## config.mk

```make
export PLATFORM = sky130hd
export DESIGN_NAME = crc8_frame_receiver
export DESIGN_NICKNAME = d
export VERILOG_FILES = /design/src/crc8fr_pkg.sv /design/src/crc8fr_in_stage.sv /design/src/crc8fr_parser.sv /design/src/crc8fr_out_stage.sv /design/src/crc8_frame_receiver.sv
export SDC_FILE = /design/constraint.sdc
export NUM_CORES = 1
export LEC_CHECK = 0
export BUFFER_PORTS_ARGS = -buffer_cell sky130_fd_sc_hd__buf_4
export CORE_ASPECT_RATIO = 0.9
export CORE_MARGIN = 4
export CORE_UTILIZATION = 60
export DETAILED_ROUTE_END_ITERATION = 7
export PLACE_DENSITY_LB_ADDON = 0.2
export SETUP_SLACK_MARGIN = 0.05
export SLEW_MARGIN = 20
export SYNTH_ARGS = -nofsm -noshare
export SYNTH_HDL_FRONTEND = slang
export SYNTH_SLANG_ARGS = --single-unit
export TNS_END_PERCENT = 30
```

## constraint.sdc

```tcl
create_clock -name clk_i -period 6.4 [get_ports clk_i]
set_input_delay 0.32 -clock clk_i [delete_from_list [all_inputs] [get_ports clk_i]]
set_output_delay 0.32 -clock clk_i [all_outputs]
set_load 0.05 [all_outputs]
```

## src/crc8fr_pkg.sv

```systemverilog
// Shared types, constants and the CRC-8 byte update for the frame receiver.
`timescale 1ns / 1ps
`default_nettype none

package crc8fr_pkg;

  localparam int unsigned LenW = 14;

  localparam logic [7:0]      CrcInit   = 8'hFF;
  localparam logic [7:0]      CrcPoly   = 8'h07;
  localparam logic [LenW-1:0] MaxLenRst = 14'd1024;

  localparam logic [1:0] STATUS_OK       = 2'd0;
  localparam logic [1:0] STATUS_TOO_LONG = 2'd1;
  localparam logic [1:0] STATUS_CRC_BAD  = 2'd2;

  localparam logic KIND_PAYLOAD = 1'b0;
  localparam logic KIND_STATUS  = 1'b1;

  typedef struct packed {
    logic [7:0] rx_byte;
    logic       restart;
  } in_item_t;

  typedef struct packed {
    logic            item_kind;
    logic [7:0]      out_byte;
    logic [LenW-1:0] byte_index;
    logic [7:0]      frame_channel;
    logic [LenW-1:0] payload_length;
    logic [1:0]      status;
    logic            frame_end;
  } out_item_t;

  // MSB-first CRC-8 over one byte, no final xor.
  function automatic logic [7:0] crc8_byte(input logic [7:0] crc, input logic [7:0] data);
    logic [7:0] c;
    c = crc ^ data;
    for (int b = 0; b < 8; b++) begin
      if (c[7]) begin
        c = {c[6:0], 1'b0} ^ CrcPoly;
      end else begin
        c = {c[6:0], 1'b0};
      end
    end
    return c;
  endfunction

endpackage

`default_nettype wire

```

## src/crc8fr_in_stage.sv

```systemverilog
// Input register stage: holds one accepted byte until the parser consumes it.
`timescale 1ns / 1ps
`default_nettype none

module crc8fr_in_stage (
  input  wire logic                clk_i,
  input  wire logic                rst_ni,
  input  wire logic                in_valid_i,
  output logic                     in_ready_o,
  input  wire crc8fr_pkg::in_item_t in_item_i,
  input  wire logic                advance_i,
  output logic                     valid_o,
  output crc8fr_pkg::in_item_t     item_o
);

  logic                 valid_q;
  crc8fr_pkg::in_item_t item_q;

  assign in_ready_o = !valid_q || advance_i;
  assign valid_o    = valid_q;
  assign item_o     = item_q;

  always_ff @(posedge clk_i or negedge rst_ni) begin
    if (!rst_ni) begin
      valid_q <= 1'b0;
    end else if (in_ready_o) begin
      valid_q <= in_valid_i;
    end
  end

  always_ff @(posedge clk_i) begin
    if (in_valid_i && in_ready_o) begin
      item_q <= in_item_i;
    end
  end

endmodule

`default_nettype wire

```

## src/crc8fr_parser.sv

```systemverilog
// Frame parser: header/payload/CRC state, CRC accumulation and result forming.
`timescale 1ns / 1ps
`default_nettype none

module crc8fr_parser (
  input  wire logic                            clk_i,
  input  wire logic                            rst_ni,
  input  wire crc8fr_pkg::in_item_t            item_i,
  input  wire logic                            consume_i,
  input  wire logic [crc8fr_pkg::LenW-1:0]     max_len_i,
  output logic                                 res_valid_o,
  output crc8fr_pkg::out_item_t                res_o
);

  typedef enum logic [1:0] {
    PH_HEADER  = 2'd0,
    PH_PAYLOAD = 2'd1,
    PH_CRC     = 2'd2
  } phase_e;

  phase_e                        phase_q, phase_d;
  logic [1:0]                    hdr_cnt_q, hdr_cnt_d;
  logic [7:0]                    len_low_q, len_low_d;
  logic [crc8fr_pkg::LenW-1:0]   frame_len_q, frame_len_d;
  logic [7:0]                    chan_q, chan_d;
  logic [7:0]                    crc_q, crc_d;
  logic [crc8fr_pkg::LenW-1:0]   pay_cnt_q, pay_cnt_d;

  always_comb begin
    phase_e                      ph;
    logic [1:0]                  hc;
    logic [7:0]                  crc;
    logic [crc8fr_pkg::LenW-1:0] pc;
    logic [7:0]                  crc_upd;
    logic [crc8fr_pkg::LenW-1:0] pc_inc;

    ph  = phase_q;
    hc  = hdr_cnt_q;
    crc = crc_q;
    pc  = pay_cnt_q;
    // restart or the unused phase code both resync to a fresh header
    if (item_i.restart || (phase_q != PH_HEADER && phase_q != PH_PAYLOAD
                           && phase_q != PH_CRC)) begin
      ph  = PH_HEADER;
      hc  = 2'd0;
      crc = crc8fr_pkg::CrcInit;
      pc  = '0;
    end
    crc_upd = crc8fr_pkg::crc8_byte(crc, item_i.rx_byte);
    pc_inc  = pc + 1'b1;

    phase_d     = ph;
    hdr_cnt_d   = hc;
    len_low_d   = len_low_q;
    frame_len_d = frame_len_q;
    chan_d      = chan_q;
    crc_d       = crc;
    pay_cnt_d   = pc;

    res_valid_o          = 1'b0;
    res_o.item_kind      = crc8fr_pkg::KIND_STATUS;
    res_o.out_byte       = '0;
    res_o.byte_index     = '0;
    res_o.frame_channel  = chan_q;
    res_o.payload_length = frame_len_q;
    res_o.status         = crc8fr_pkg::STATUS_OK;
    res_o.frame_end      = 1'b1;

    unique case (ph)
      PH_PAYLOAD: begin
        crc_d            = crc_upd;
        res_valid_o      = 1'b1;
        res_o.item_kind  = crc8fr_pkg::KIND_PAYLOAD;
        res_o.out_byte   = item_i.rx_byte;
        res_o.byte_index = pc;
        res_o.frame_end  = 1'b0;
        pay_cnt_d        = pc_inc;
        if (pc_inc >= frame_len_q) begin
          phase_d = PH_CRC;
        end
      end
      PH_CRC: begin
        res_valid_o  = 1'b1;
        res_o.status = (crc == item_i.rx_byte) ? crc8fr_pkg::STATUS_OK
                                               : crc8fr_pkg::STATUS_CRC_BAD;
        phase_d      = PH_HEADER;
        hdr_cnt_d    = 2'd0;
        crc_d        = crc8fr_pkg::CrcInit;
        pay_cnt_d    = '0;
      end
      default: begin
        crc_d = crc_upd;
        unique case (hc)
          2'd0: begin
            len_low_d = item_i.rx_byte;
            hdr_cnt_d = 2'd1;
          end
          2'd1: begin
            // top two bits of the high length byte are ignored
            frame_len_d = {item_i.rx_byte[5:0], len_low_q};
            hdr_cnt_d   = 2'd2;
          end
          2'd2: begin
            chan_d    = item_i.rx_byte;
            hdr_cnt_d = 2'd3;
          end
          default: begin
            hdr_cnt_d = 2'd0;
            pay_cnt_d = '0;
            if (frame_len_q > max_len_i) begin
              res_valid_o  = 1'b1;
              res_o.status = crc8fr_pkg::STATUS_TOO_LONG;
              phase_d      = PH_HEADER;
              crc_d        = crc8fr_pkg::CrcInit;
            end else if (frame_len_q == '0) begin
              phase_d = PH_CRC;
            end else begin
              phase_d = PH_PAYLOAD;
            end
          end
        endcase
      end
    endcase
  end

  always_ff @(posedge clk_i or negedge rst_ni) begin
    if (!rst_ni) begin
      phase_q     <= PH_HEADER;
      hdr_cnt_q   <= 2'd0;
      len_low_q   <= '0;
      frame_len_q <= '0;
      chan_q      <= '0;
      crc_q       <= crc8fr_pkg::CrcInit;
      pay_cnt_q   <= '0;
    end else if (consume_i) begin
      phase_q     <= phase_d;
      hdr_cnt_q   <= hdr_cnt_d;
      len_low_q   <= len_low_d;
      frame_len_q <= frame_len_d;
      chan_q      <= chan_d;
      crc_q       <= crc_d;
      pay_cnt_q   <= pay_cnt_d;
    end
  end

endmodule

`default_nettype wire

```

## src/crc8fr_out_stage.sv

```systemverilog
// Result register: holds one result item until the consumer takes it.
`timescale 1ns / 1ps
`default_nettype none

module crc8fr_out_stage (
  input  wire logic                  clk_i,
  input  wire logic                  rst_ni,
  input  wire logic                  push_i,
  input  wire crc8fr_pkg::out_item_t res_i,
  output logic                       free_o,
  output logic                       out_valid_o,
  input  wire logic                  out_ready_i,
  output crc8fr_pkg::out_item_t      out_item_o
);

  logic                  valid_q;
  crc8fr_pkg::out_item_t res_q;

  assign free_o      = !valid_q || out_ready_i;
  assign out_valid_o = valid_q;
  assign out_item_o  = res_q;

  always_ff @(posedge clk_i or negedge rst_ni) begin
    if (!rst_ni) begin
      valid_q <= 1'b0;
    end else if (free_o) begin
      valid_q <= push_i;
    end
  end

  always_ff @(posedge clk_i) begin
    if (push_i && free_o) begin
      res_q <= res_i;
    end
  end

endmodule

`default_nettype wire

```

## src/crc8_frame_receiver.sv

```systemverilog
// Top level of the length-prefixed CRC-8 frame receiver.
// Path: a taken byte is held in the input register and parsed from there; its result,
//   if any, is written into the result register when the parser consumes that byte.
// Throughput: one byte per cycle; a held header byte moves on even with the result register
//   full, a byte that makes a result waits until that register frees (same cycle it is taken).
// Reset (rst_ni low, asynchronous): header sync, CRC 0xFF, both stages empty, max length 1024.
`timescale 1ns / 1ps
`default_nettype none

module crc8_frame_receiver (
  input  wire logic                        clk_i,
  input  wire logic                        rst_ni,
  // byte stream in
  input  wire logic                        in_valid_i,
  output logic                             in_ready_o,
  input  wire crc8fr_pkg::in_item_t        in_item_i,
  // payload bytes and status items out
  output logic                             out_valid_o,
  input  wire logic                        out_ready_i,
  output crc8fr_pkg::out_item_t            out_item_o,
  // max payload length register
  input  wire logic                        cfg_we_i,
  input  wire logic [crc8fr_pkg::LenW-1:0] cfg_wdata_i
);

  logic [crc8fr_pkg::LenW-1:0] max_len_q;

  logic                  s1_valid;
  crc8fr_pkg::in_item_t  s1_item;
  logic                  res_valid;
  crc8fr_pkg::out_item_t res;
  logic                  out_free;
  logic                  advance;

  // The parser consumes the held byte when it makes no result (header bytes)
  // or when the result register can take the result in this transfer.
  assign advance = s1_valid && (!res_valid || out_free);

  always_ff @(posedge clk_i or negedge rst_ni) begin
    if (!rst_ni) begin
      max_len_q <= crc8fr_pkg::MaxLenRst;
    end else if (cfg_we_i) begin
      max_len_q <= cfg_wdata_i;
    end
  end

  crc8fr_in_stage u_in (
    .clk_i      (clk_i),
    .rst_ni     (rst_ni),
    .in_valid_i (in_valid_i),
    .in_ready_o (in_ready_o),
    .in_item_i  (in_item_i),
    .advance_i  (advance),
    .valid_o    (s1_valid),
    .item_o     (s1_item)
  );

  crc8fr_parser u_parser (
    .clk_i       (clk_i),
    .rst_ni      (rst_ni),
    .item_i      (s1_item),
    .consume_i   (advance),
    .max_len_i   (max_len_q),
    .res_valid_o (res_valid),
    .res_o       (res)
  );

  crc8fr_out_stage u_out (
    .clk_i       (clk_i),
    .rst_ni      (rst_ni),
    .push_i      (advance && res_valid),
    .res_i       (res),
    .free_o      (out_free),
    .out_valid_o (out_valid_o),
    .out_ready_i (out_ready_i),
    .out_item_o  (out_item_o)
  );

endmodule

`default_nettype wire
```

==> results of run 1 <==
-- registers in the layout, summed over array words and instances, names as in the netlist, 2 cells and up --
register              count
max_len_q                14
u_in.item_o               9
u_out.out_item_o         47
u_parser.chan_q           8
u_parser.crc_q            8
u_parser.frame_len_q     14
u_parser.hdr_cnt_q        2
u_parser.len_low_q        8
u_parser.pay_cnt_q       14
u_parser.phase_q          2
-- worst register-to-register path, delay by kind of cell, from the launching register on --
family | cells | cell delay, ns
simple gates | 6 | 1.39
buf+inv | 1 | 0.28
compound gates | 5 | 1.00
fa+ha+maj | 2 | 0.62
xor+xnor | 1 | 0.16
flops | 1 | 0.50
-- area by class of cell --
| class | count | area [µm²] | area share, % |
|---|---|---|---|
| multi-input combinational | 347 | 2680 | 35.0 |
| clock inverter | 15 | 171 | 2.24 |
| tap | 129 | 161 | 2.11 |
| clock buffer | 17 | 425 | 5.55 |
| timing repair buffer | 78 | 586 | 7.64 |
| sequential | 128 | 3490 | 45.6 |
| inverter | 38 | 143 | 1.86 |
-- cell usage after synthesis, drive strengths merged, types with 5 or more instances --
cell    count
dfrtp      63
edfxtp     56
nand2      40
ha         38
inv        37
mux2       32
o21ai      26
a21oi      23
nor2       22
and3       19
xnor2      18
clkbuf     14
and2       12
nand3      12
xor2       11
a22o       10
buf        10
dfstp       9
nand4       8
a211oi      6
a21o        5
nor4        5
o31ai       5
-- cells by family after synthesis --
| family | synth area share, % |
|---|---|
| xor+xnor | 5.00 |
| mux | 6.19 |
| compound gates | 11.6 |
| fa+ha+maj | 7.40 |
| flops | 54.4 |
| simple gates | 11.5 |
| buf+inv | 3.89 |
-- worst max path at each step --
| stage | end | slack [ns] | cells past startpoint |
|---|---|---|---|
| 6_report | u_parser.phase_q[0] | 2.34 | 15 |
| 5_1_grt | u_parser.phase_q[1] | 1.99 | 16 |
| 4_1_cts | u_parser.phase_q[0] | 2.38 | 15 |
| 3_5_place_dp | u_parser.phase_q[0] | 2.44 | 15 |
| 3_3_place_gp | u_parser.phase_q[0] | 2.59 | 15 |
| 2_1_floorplan | u_out.out_item_o[0] | 2.75 | 9 |
-- power breakdown --
group	leakage (nW)	internal (mW)	switching (mW)
Combinational	1.73	0.465	0.641
Clock	0.287	0.585	0.392
Sequential	1.40	1.12	0.179
Total	3.42	2.17	1.21
-- placed cells by master (no fill, tap or decap), types with 4 or more instances in the layout --
cell type,count
buf_4,78
dfrtp_1,63
edfxtp_1,56
nand2_1,40
ha_1,38
inv_1,37
o21ai_0,25
a21oi_1,22
mux2_2,22
nor2_1,21
and3_1,18
xnor2_1,18
clkbuf_16,17
nand3_1,12
and2_1,11
xor2_1,11
a22o_1,10
mux2_4,10
dfstp_2,9
inv_6,6
a21o_1,5
nand4_1,5
nor4_1,5
a211oi_1,5
o31ai_1,5
o211ai_1,4
o2bb2ai_1,4
-- routing by layer --
layer	wire [µm]	track usage, %	share of wire [%]
met5	0	0	0
met2	7210	40.8	49
met4	325	10.3	2.2
met3	810	5.86	5.5
met1	6300	33.2	43
-- stage by stage --
stage	hold slack, ns	total power, mW	cell area, µm²	utilization, %
finish	0.0135	3.38	7660	74.2
global route	0.0606	3.56	7660	74.2
CTS	0.0627	3.38	7660	74.1
detailed placement	0.431	2.39	7070	68.4
global placement	0.422	2.34	7070	68.4
floorplan	0.0244	2.08	6420	-
==> results.json, run 1 <==
{
  "status": "completed",
  "initialDrtViolationCount": 355,
  "clkLatencyLatePin_ns": 0.43,
  "async_flop_share_pct": 56.3,
  "dp_cells": 720,
  "ctsRootBufferMaster": "clkbuf_16",
  "powerDensity_nw_per_um2": 441,
  "post_cts_buffers": 0,
  "antenna_cells": 0,
  "reg2reg_to": "u_parser.phase_q[0]",
  "syn_area_um2": 6420,
  "holdBufCountCts": 0,
  "critPathBufInv": 1,
  "routedWlPerCell_um": 19.5,
  "syn_to_final_growth_pct": 19.3,
  "cts_buffer_depth": 2,
  "grt_pass1_vias": 4738,
  "nFillCells": 686,
  "synth_seq_cells": 128,
  "cts_max_level": 4,
  "startpoint_type": "register",
  "synth-main-ff-cell": "dfrtp_1",
  "grt_max_degree": 73,
  "track_usage_pct": 25.4,
  "dieHeight_um": 106,
  "slew_headroom_pct": 28.9,
  "drv_slew": 0,
  "ys_warn_count": 0,
  "r2r-start": "u_parser.phase_q[1]",
  "row_count": 35,
  "dp_hpwl_mm": 9.86,
  "cts_resized": 0,
  "rrSetupSlack_ns": 2.34,
  "maxCapViolCount": 0,
  "drt_pre_antenna_iters": 5,
  "syn_nets": 603,
  "die_area_um2": 12400,
  "syn_area_per_cell_um2": 12.0,
  "rsz0062_at_grt": "no",
  "postRouteAntennaNets": 0,
  "vdd_drop_max_v": 0.000297,
  "hold_viol_final": 0,
  "endpoint_kind": "register",
  "boundaryPins": 78,
  "clk_pin_slew_ns": 0.06,
  "ys_seq_area_share_pct": 54.4,
  "fp.dieW_um": 117,
  "arrival_ns": 4.36,
  "setup_slack_ns": 2.34,
  "viasPerCell": 6.01,
  "place_worst_setup_slack_ns": 2.44,
  "stdcell_count": 752,
  "grt_remaining_overflow": 0,
  "finalNetCount": 676,
  "skew_ns": 0.0125,
  "start_util_pct": 62.2,
  "drt-total-wl_mm": 14.6,
  "finalSetupViolations": 0,
  "synth_cell_types": 64,
  "num_vias": 4521,
  "synth_edf_count": 56,
  "r2r_cells": 15,
  "critPathTopFamily": "simple AND/OR/NAND/NOR gates",
  "timing.final.crit_share_pct": 63.5,
  "drive_above_1_share_pct": 26.3,
  "cts-buffers-inserted": 17,
  "p_leak_nw": 3.42,
  "finalCriticalPeriod_ns": 4.06,
  "path_class": "reg2reg",
  "synth_top_cell_by_area": "edfxtp_1",
  "required_ns": 6.70,
  "yosys-top-cells-area": "edfxtp_1 (26%), dfrtp_1 (25%), ha_1 (7.4%), mux2_2 (3.9%), dfstp_2 (3.7%)",
  "yosys.area.top_type_share_pct": 26.2,
  "max_stage_delay_ns": 0.50,
  "tns_ns": 0,
  "cts_tree": "done",
  "cp_slowest_cell": "dfrtp_1",
  "min_path_type": "in2async",
  "max_freq_mhz": 246,
  "worst_pin_slew_ns": 1.06,
  "drc": 0,
  "antenna_found_initial": 0,
  "port_buffers": 77,
  "core_um2": 10300,
  "clkSinkCount": 128,
  "gp_congestion": 0.890,
  "syn_inst": 537,
  "critical_path.cell_chain": "a21oi_2 > buf_4 > and2_1 > ha_1 > and3_1 > nand3_1 > nor4_1 > xnor2_1 > nor2_1 > ha_1 > and4_1 > o211ai_1 > o21ai_0 > o21ai_0 > a221o_1",
  "crit_path_max_fanout": 26,
  "crit_start": "u_parser.phase_q[1]",
  "grt_pass1_wl_mm": 24.1
}
Power figures use the tool's default switching activity.
==> run 2: changes to the inputs <==
Settings changed: CORE_UTILIZATION 60 to 58.
Clock period 6.4 ns to 4.2 ns, I/O delays scaled along.
==> results.json, run 2 (synthesis results as in run 1) <==
{
  "status": "completed",
  "finalCriticalPeriod_ns": 3.84,
  "grt_remaining_overflow": 0,
  "tns_ns": 0,
  "drv_slew": 0,
  "dp_hpwl_mm": 10.0,
  "dieHeight_um": 108,
  "drc": 0,
  "rrSetupSlack_ns": 0.36,
  "die_area_um2": 12800,
  "antenna_cells": 0,
  "clk_pin_slew_ns": 0.06,
  "min_from": "cfg_wdata_i[8]",
  "nFillCells": 745,
  "timing.final.crit_share_pct": 91.4,
  "fp.dieW_um": 119,
  "grt_pass1_wl_mm": 23.9,
  "grt_max_degree": 73,
  "row_count": 36,
  "p_leak_nw": 3.53,
  "max_freq_mhz": 261,
  "drt_pre_antenna_iters": 5,
  "crit_path_max_fanout": 9,
  "viasPerCell": 5.89,
  "cts_max_level": 4,
  "powerDensity_nw_per_um2": 640,
  "required_ns": 4.50,
  "num_vias": 4604,
  "arrival_ns": 4.14,
  "fin_util_pct": 72.9,
  "port_buffers": 77,
  "boundaryPins": 78,
  "post_cts_buffers": 0,
  "start_util_pct": 59.4,
  "startpoint_type": "register",
  "cts_buffer_depth": 2,
  "crit_start": "u_parser.phase_q[1]",
  "mostFrequentLayoutCells": "buf_4 (85), dfrtp_1 (63), edfxtp_1 (56)",
  "drt-total-wl_mm": 14.9,
  "clkSinkCount": 128,
  "core_um2": 10800,
  "final_common_cell": "buf_4",
  "finalNetCount": 702,
  "grt_pass1_vias": 4741,
  "largest_reg_flops": 47,
  "path_common_cell": "ha_1",
  "maxCapViolCount": 0,
  "track_usage_pct": 24.4,
  "skew_ns": 0.00872,
  "ctsRootBufferMaster": "clkbuf_16",
  "gp_congestion": 0.904,
  "antenna_found_initial": 0,
  "cp_slowest_cell": "dfrtp_1",
  "drive_above_1_share_pct": 26.3,
  "finalSetupViolations": 0,
  "vdd_drop_max_v": 0.000444,
  "slew_headroom_pct": 38.1,
  "initialDrtViolationCount": 330,
  "critical_path.cell_chain": "a21oi_4 > and2_1 > ha_1 > and3_1 > nand3_1 > nor4_1 > xnor2_1 > nor2_1 > ha_1 > and4_1 > o211ai_1 > o21ai_1 > o21ai_0 > a221o_1",
  "path_class": "reg2reg",
  "hold_viol_final": 0,
  "postRouteAntennaNets": 0,
  "cts-buffers-inserted": 17,
  "max_stage_delay_ns": 0.51,
  "min_path_type": "in2reg",
  "clkLatencyLatePin_ns": 0.42,
  "syn_to_final_growth_pct": 22.6,
  "rsz0062_at_grt": "no",
  "routedWlPerCell_um": 19.1,
  "worst_pin_slew_ns": 0.929,
  "cts_tree": "done",
  "r2r-start": "u_parser.phase_q[1]",
  "endpoint_kind": "register"
}
run 2: changes by cell type in the layout (fill, tap and decap cells not counted), sizes merged:
cell,before,now
bufinv,2,0
clkinvlp,2,0
buf,78,85
dlygate4sd3,0,19
inv,45,42
clkinv,4,7
clkbuf,17,21
run 2: area by class of cell:
type	instances	area [µm²]	area share, %
Clock buffer	21	482	6.11
Clock inverter	11	77.6	0.984
Inverter	38	143	1.81
Multi-Input combinational cell	347	2690	34.1
Sequential cell	128	3490	44.3
Tap cell	133	166	2.11
Timing Repair Buffer	104	828	10.5
run 2: path summary, 6_finish.rpt:
| kind | cells after the start | to |
|---|---|---|
| worst min-delay path | 3 | max_len_q[8] |
| worst max-delay path | 14 | u_parser.phase_q[0] |
| min in group asynchronous | 2 | u_parser.chan_q[2] |
| worst min register to register | 0 | u_out.out_item_o[24] |
| max in group asynchronous | 2 | u_parser.pay_cnt_q[9] |
| worst max register to register | 14 | u_parser.phase_q[0] |
run 2: stage by stage:
stage	instances	setup slack (ns)	instance area, µm²	hold slack (ns)	power [mW]
CTS	782	0.249	7870	0.000696	5.06
global placement	731	0.449	7120	0.389	3.57
global route	782	0.141	7880	0.0111	5.30
finish	782	0.363	7880	0.0172	5.04
detailed placement	731	0.312	7120	0.389	3.65
floorplan	537	0.552	6420	-0.0856	3.17
run 2: routing by layer:
metal,track usage [%],part of all wire [%]
met3,6.83,6.6
met5,0,0
met2,39.8,48
met1,30.3,42
met4,11.4,3.2
run 2: worst max-delay path, delay by kind of cell (launching register included):
| family | cells | cell delay, ns |
|---|---|---|
| AND/OR/NAND/NOR | 6 | 1.39 |
| AO/OA/AOI/OAI | 5 | 1.06 |
| XOR/XNOR | 1 | 0.16 |
| adder cells (fa/ha/maj) | 2 | 0.62 |
| flip-flops | 1 | 0.51 |
run 2: report_power, final:
part	internal, mW	switching, mW
Clock	0.823	0.549
Combinational	0.731	0.967
Sequential	1.70	0.271
run 2: timing repair:
item,4_1_cts,5_1_grt
resized for setup,0,2
hold buffers,19,0
setup endpoints to repair,0,1
endpoints found under the hold margin,81,0
==> run 3: changes to the inputs <==
Settings changed: CORE_UTILIZATION 58 to 40.
==> results.json, run 3 (synthesis results as in run 1) <==
{
  "finalNetCount": 703,
  "finalSetupViolations": 0,
  "antenna_cells": 0,
  "endpoint_kind": "register",
  "arrival_ns": 4.06,
  "drive_above_1_share_pct": 26.2,
  "post_cts_buffers": 0,
  "final_common_cell": "buf_4",
  "gp_congestion": 0.846,
  "routedWlPerCell_um": 18.3,
  "clkSinkCount": 128,
  "powerDensity_nw_per_um2": 639,
  "critPathBufInv": 0,
  "mostFrequentLayoutCells": "buf_4 (85), dfrtp_1 (63), edfxtp_1 (56)",
  "antenna_found_initial": 0,
  "slew_headroom_pct": 34.7,
  "multi_input_area_um2": 2690,
  "power_mw": 5.12,
  "p_sw_mw": 1.77,
  "fp.dieW_um": 142,
  "placed_area_um2": 7210,
  "max_freq_mhz": 266,
  "initialDrtViolationCount": 337,
  "tns_ns": 0,
  "startpoint_type": "register",
  "stdcell_count": 852,
  "max_stage_delay_ns": 0.50,
  "status": "completed",
  "nFillCells": 1379,
  "worst_pin_slew_ns": 0.975,
  "boundaryPins": 78,
  "final_area_um2": 8010,
  "clockPowerShare_pct": 28.4,
  "grt_pass1_wl_mm": 25.2,
  "track_usage_pct": 18.0,
  "min_path_type": "in2reg",
  "maxCapViolCount": 0,
  "dp_hpwl_mm": 10.7,
  "ctsRootBufferMaster": "clkbuf_16",
  "cp_slowest_cell": "dfrtp_1",
  "drc": 0,
  "dp_cells": 800,
  "start_util_pct": 41.2,
  "required_ns": 4.50,
  "crit_path_max_fanout": 9,
  "dieHeight_um": 128,
  "drt-total-wl_mm": 15.6,
  "p_int_mw": 3.35,
  "port_buffers": 77,
  "grt_pass1_vias": 4768,
  "finalCriticalPeriod_ns": 3.76,
  "clk_pin_slew_ns": 0.06,
  "timing.final.crit_share_pct": 89.4,
  "cts_buffer_depth": 2,
  "num_vias": 4582,
  "critPathTopFamily": "simple AND/OR/NAND/NOR gates",
  "syn_to_final_growth_pct": 24.6,
  "drt_pre_antenna_iters": 5,
  "grt_remaining_overflow": 0,
  "row_count": 43,
  "hold_viol_final": 0,
  "vdd_drop_max_v": 0.000330,
  "pwr-share-comb_pct": 33.0,
  "largest_reg_flops": 47,
  "swShare_pct": 34.5,
  "rsz0062_at_grt": "no",
  "postRouteAntennaNets": 0,
  "viasPerCell": 5.38,
  "cts-buffers-inserted": 17,
  "path_class": "reg2reg",
  "grt_max_degree": 73,
  "skew_ns": 0.0118,
  "core_um2": 15600,
  "critical_path.cell_chain": "a21oi_2 > and2_1 > ha_1 > and3_1 > nand3_2 > nor4_2 > xnor2_1 > nor2_1 > ha_1 > and4_1 > o211ai_1 > o21ai_0 > o21ai_0 > a221o_1",
  "sequentialPowerShare_pct": 38.6,
  "drv_slew": 0,
  "die_area_um2": 18200,
  "seqCellArea_um2": 3490,
  "clkLatencyLatePin_ns": 0.42,
  "cts_max_level": 4,
  "p_leak_nw": 3.53,
  "cts_tree": "done"
}
## run 3: per-layer routing
metal,global-route usage (%),wire (µm),share of wire (%)
met5,0,0,0
met4,8.07,373,2.4
met3,3.99,705,4.5
met2,28.7,7290,47
met1,23.8,7250,46
## run 3: final cells by class
cell class                 count  share of cell area [%]
clock buffer                  23                    5.98
clock inverter                 9                    1.34
inverter                      38                    1.78
multi-input combinational    347                    33.6
sequential                   128                    43.6
tap                          202                    3.16
timing repair buffer         105                    10.5
## run 3: through the flow
stage	hold WS, ns	worst slack, ns	utilization (%)
after floorplan	-0.0856	0.552	-
after global placement	0.388	0.525	46.2
after detailed placement	0.390	0.383	46.2
after CTS	0.00303	0.386	51.3
after global routing	0.0137	0.0887	51.3
final	0.0256	0.445	51.3
## run 3: power groups by stage
stage | Clock [mW] | Combinational [mW] | Sequential, mW
final | 1.45 | 1.69 | 1.98
after global routing | 1.54 | 1.85 | 2.01
after CTS | 1.49 | 1.70 | 1.98
after detailed placement | 0 | 1.68 | 1.99
after global placement | 0 | 1.63 | 1.99
after floorplan | 0 | 1.03 | 2.14
## run 3: what timing repair did
| item | in CTS | in global routing |
|---|---|---|
| endpoints found under the hold margin | 82 | 0 |
| hold buffers | 20 | 0 |
| gates resized for setup | 0 | 2 |
| setup endpoints to repair | 0 | 2 |
## run 3: worst paths after layout
| path | from | endpoint | slack, ns | depth (start not counted) |
|---|---|---|---|---|
| max | u_parser.phase_q[0] | u_parser.phase_q[0] | 0.44 | 14 |
| min | cfg_wdata_i[0] | max_len_q[0] | 0.03 | 2 |
| max reg2reg | u_parser.phase_q[0] | u_parser.phase_q[0] | 0.44 | 14 |
| min reg2reg | u_parser.chan_q[3] | u_out.out_item_o[20] | 0.45 | 0 |
| max in group asynchronous | rst_ni | u_parser.phase_q[1] | 3.13 | 2 |
| min in group asynchronous | rst_ni | max_len_q[4] | 0.49 | 2 |
